### src/hdl/bsa_ffz.sv
`default_nettype none

module bsa_ffz #(
    parameter int N  = 64,
    parameter int IW = (N > 1) ? $clog2(N) : 1
)(
    input  logic [N-1:0]  bits,
    output logic          found,
    output logic [IW-1:0] idx
);

    always_comb
    begin
        found = 1'b0;
        idx   = '0;
        for (int i = N - 1; i >= 0; i--)
        begin
            if (!bits[i])
            begin
                found = 1'b1;
                idx   = IW'(i);
            end
        end
    end

endmodule

`default_nettype wire

### config.mk
export PLATFORM = sky130hd
export DESIGN_NAME = bsa_ffz
export DESIGN_NICKNAME = d
export VERILOG_FILES = /design/src/hdl/bsa_ffz.sv
export SDC_FILE = /design/constraint.sdc
export NUM_CORES = 1
export LEC_CHECK = 0
export ABC_CLOCK_PERIOD_IN_PS = 1200
export BUFFER_PORTS_ARGS = -buffer_cell sky130_fd_sc_hd__buf_2
export CAP_MARGIN = 20
export CORE_ASPECT_RATIO = 1.2
export CORE_MARGIN = 1
export CORE_UTILIZATION = 41
export DETAILED_ROUTE_END_ITERATION = 10
export PLACE_DENSITY = 0.86
export SLEW_MARGIN = 20
export SYNTH_ARGS = -nofsm -noshare
export SYNTH_HDL_FRONTEND = slang
export SYNTH_SLANG_ARGS = --single-unit
### constraint.sdc
create_clock -name vclk -period 1.2
set_input_delay 0.06 -clock vclk [all_inputs]
set_output_delay 0.06 -clock vclk [all_outputs]
set_load 0.005 [all_outputs]
==> results of run 1 <==
## synth_stat cells (2+ instances only)
library cell | count | share of area, %
nand2_1 | 23 | 11
nand4_1 | 13 | 9.9
inv_1 | 12 | 5.5
a21oi_1 | 11 | 6.7
o21ai_0 | 11 | 6.7
nand3_1 | 10 | 6.1
nor2_1 | 7 | 3.2
nor3_1 | 6 | 3.7
a31oi_1 | 5 | 3.8
nor2b_1 | 5 | 3.8
a21boi_0 | 4 | 3.7
nand2b_1 | 4 | 3.1
and3_1 | 3 | 2.3
and4_1 | 3 | 3.2
nor4_1 | 3 | 2.3
o211ai_1 | 3 | 2.8
a2111oi_0 | 2 | 2.1
a211oi_1 | 2 | 1.8
a311oi_1 | 2 | 2.1
o31ai_1 | 2 | 1.8
## cells by family after synthesis
group,synth area share (%)
buf+inv,5.50
compound gates,42.4
simple gates,52.1
## through the flow
stage,worst slack (ns),cells,setup TNS [ns],utilization (%),hold slack (ns)
CTS,-0.0888,265,-0.256,87.0,0.549
detailed placement,-0.180,261,-0.758,75.7,0.556
global placement,-0.111,261,-0.547,75.7,0.548
floorplan,0.166,144,0,-,0.240
## what timing repair did
item                                    in CTS
gates resized for setup                     44
setup buffers                                4
endpoints found under the setup margin       7
endpoints found under the hold margin        0
pin swaps                                   24
==> impl_metrics.toml, run 1 <==
[placement]
io_buffer_count = 71
dpl_cell_area_sq_um = 1400
dp_hpwl_um = 2740
gp_congestion = 0.887

[global_route]
grt_max_degree = 6

[synthesis]
synth_cell_types = 33
syn_area_sq_um = 818
syn_nets = 208
syn_avg_cell_area_sq_um = 5.68
netlist_instances = 144
seq_area_frac_synth_pct = 0
yosysWarnings = 0

[die]
die_y_um = 50.9
initial_core_util_pct = 44.2
num_rows = 17
die_w_um = 42.8
ios = 71

[sta]
worstEndpointType = "top-level output"
worstEndpointGrtRepair = "idx[4]"

[run_status]
error = "[ERROR DPL-0038] Utilization greater than 100%, impossible to legalize"
stop_stage = "5_1_grt"
outcome = "aborted with a tool error"

[clocking]
ctsHoldBuffers = 0
==> run 2, diff against run 1 <==
- CORE_AREA: default -> 2 2 63 65
- CORE_ASPECT_RATIO: 1.2 -> default
- CORE_MARGIN: 1 -> default
- CORE_UTILIZATION: 41 -> default
- DIE_AREA: default -> 0 0 65 67
- PLACE_DENSITY: 0.86 -> default
- PLACE_DENSITY_LB_ADDON: default -> 0.15
==> run 2 against run 1 <==
- the flow now finishes, with violations (negative setup slack)
- synthesized cell count stayed put
- synthesized area unchanged
==> impl_metrics.toml, run 2 <==
[run_status]
outcome = "complete, but fails checks"
violations = "negative setup slack"

[sta]
setup_tns_ns = -0.242
fin_crit_sh_pct = 110
tightestPinTransition_ns = 0.375
finalSetupViolCount = 5
hold_violations = 0
fmax_mhz = 760
period_needed_ns = 1.32
timing.final.ws_setup_ns = -0.116
rsz0062_at_grt = "true"
relSlewSlack_pct = 74.8
slew_violations = 0

[placement]
gp_congestion = 0.805
dpl_cell_area_sq_um = 1530
io_buffer_count = 71
placedCellCount = 303
dp_hpwl_um = 3000

[synthesis]
yosysWarnings = 0
synthTopCellsByCount = "nand2_1 (23), nand4_1 (13), inv_1 (12), a21oi_1 (11), o21ai_0 (11)"
seq_area_frac_synth_pct = 0
netlist_instances = 144
synth_top_area_cell = "nand2_1"
yosysMostFrequentCell = "nand2_1"
synth_cell_types = 33
syn_avg_cell_area_sq_um = 5.68
syn_nets = 208
syn_area_sq_um = 818
synth_area_leaders = "nand2_1 (11%), nand4_1 (9.9%), a21oi_1 (6.7%)"
synth_top_area_share_pct = 10.6

[routing]
wire_per_inst_um = 11.4
drt_pass1_iterations = 4
antenna_left = 0
drc = 0
first_iter_violations = 47
via_per_inst = 4.98
wirelength_um = 3510
vias = 1530

[cells_and_area]
ff_latch_area_sq_um = 0
final_layout_size_suffix_gt1_share_pct = 52.5
diodes = 0
area_growth_syn_to_layout_pct = 124
fin_area_sq_um = 1830
nClkBuffers = 0
final_cell_mix = "buf_2 (49), buf_4 (42), nand2_1 (22), buf_6 (20), nand4_1 (13)"
fin_cells = 307
final_common_cell = "buf_2"
fin_nets = 325
seq_cell_count = 0

[pwr]
pwr-share-clk_pct = 0
seq_power_share_pct = 0
power_density_nw_per_um2 = 244
combPwrFrac_pct = 100.0
swShare_pct = 42.4
p_switching_uw = 189
peakVddDrop_mv = 0.0994
p_int_uw = 257
p_leak_uw = 0.000841

[setup_path]
crit_top_cell = "buf_2"
cp-end-kind = "primary output"
path_max_fanout = 3
slowest_stage = "nor4_1"
worstPathCellList = "buf_2, buf_4, a21oi_1, nor4_1, a21oi_2, o41ai_2, buf_2"
cp-start-kind = "primary input"
worst-path-buf-inv = 3
cp.arrival_ns = 1.26
crit_type = "in -> out"
cp.required_ns = 1.14
cpPeakStageDelay_ns = 0.34
critPathTopFamily = "compound AO/OA/AOI/OAI gates"

[job]
cap_violations = 0

[die]
core-area_sq_um = 3610
num_rows = 22
ios = 71
fp.dieArea_sq_um = 4360
die_y_um = 67
die_w_um = 65
initial_core_util_pct = 22.7

[global_route]
global_route.usage.total_pct = 15.7
grt_pass1_wl_um = 5640
overflow = 0
grt_pass1_vias = 1407
grt_max_degree = 6
antenna_found_initial = 0

[clocking]
ctsHoldBuffers = 0

[hold_path]
hp-class = "in -> out"
## run 2: kinds of logic (layout without fill, tap and decap cells)
group	Yosys count	count (layout)	share of synthesized area (%)
buffers and inverters	12	127	5.50
and+or+nand+nor	81	81	52.1
AOI/OAI and AO/OA	51	51	42.4
## run 2: cell type report
cell class | count | area (sq um)
multi-input combinational | 132 | 878
timing repair buffer | 115 | 846
fill | 392 | 1780
inverter | 12 | 45.0
tap | 48 | 60.1
## run 2: what timing repair did
| item | CTS | global route |
|---|---|---|
| resized for setup | 45 | 14 |
| setup endpoints to repair | 7 | 7 |
| setup buffers | 4 | 0 |
| pin swaps | 24 | 4 |
## run 2: power groups by stage
stage                     clock (uW)  combinational (uW)  sequential (uW)
after floorplan                    0                98.8                0
after global placement             0                 370                0
after detailed placement           0                 369                0
after CTS                          0                 429                0
after global routing               0                 488                0
final                              0                 447                0
## run 2: per-stage QoR
stage               total power (uW)  worst slack (ns)  utilization, %  hold WS [ns]
floorplan                       98.8             0.166               -         0.240
global placement                 370            -0.188            42.5         0.561
detailed placement               369            -0.223            42.5         0.560
CTS                              429            -0.204            49.0         0.562
global route                     488            -0.165            50.7         0.602
finish                           447            -0.116            50.7         0.565
## run 2: final timing paths
kind | from | end | depth (start not counted)
worst max-delay path | bits[45] | idx[1] | 7
worst min-delay path | bits[2] | idx[0] | 6
## run 2: metal layers
layer	GRT usage [%]	vias to the layer above	part of all wire [%]
met3	0.338	0	6.9
met1	19.3	667	45
met2	31.7	58	48
li1	-	805	-
met4	0	0	0
met5	0	-	0
Power figures use the tool's default switching activity.
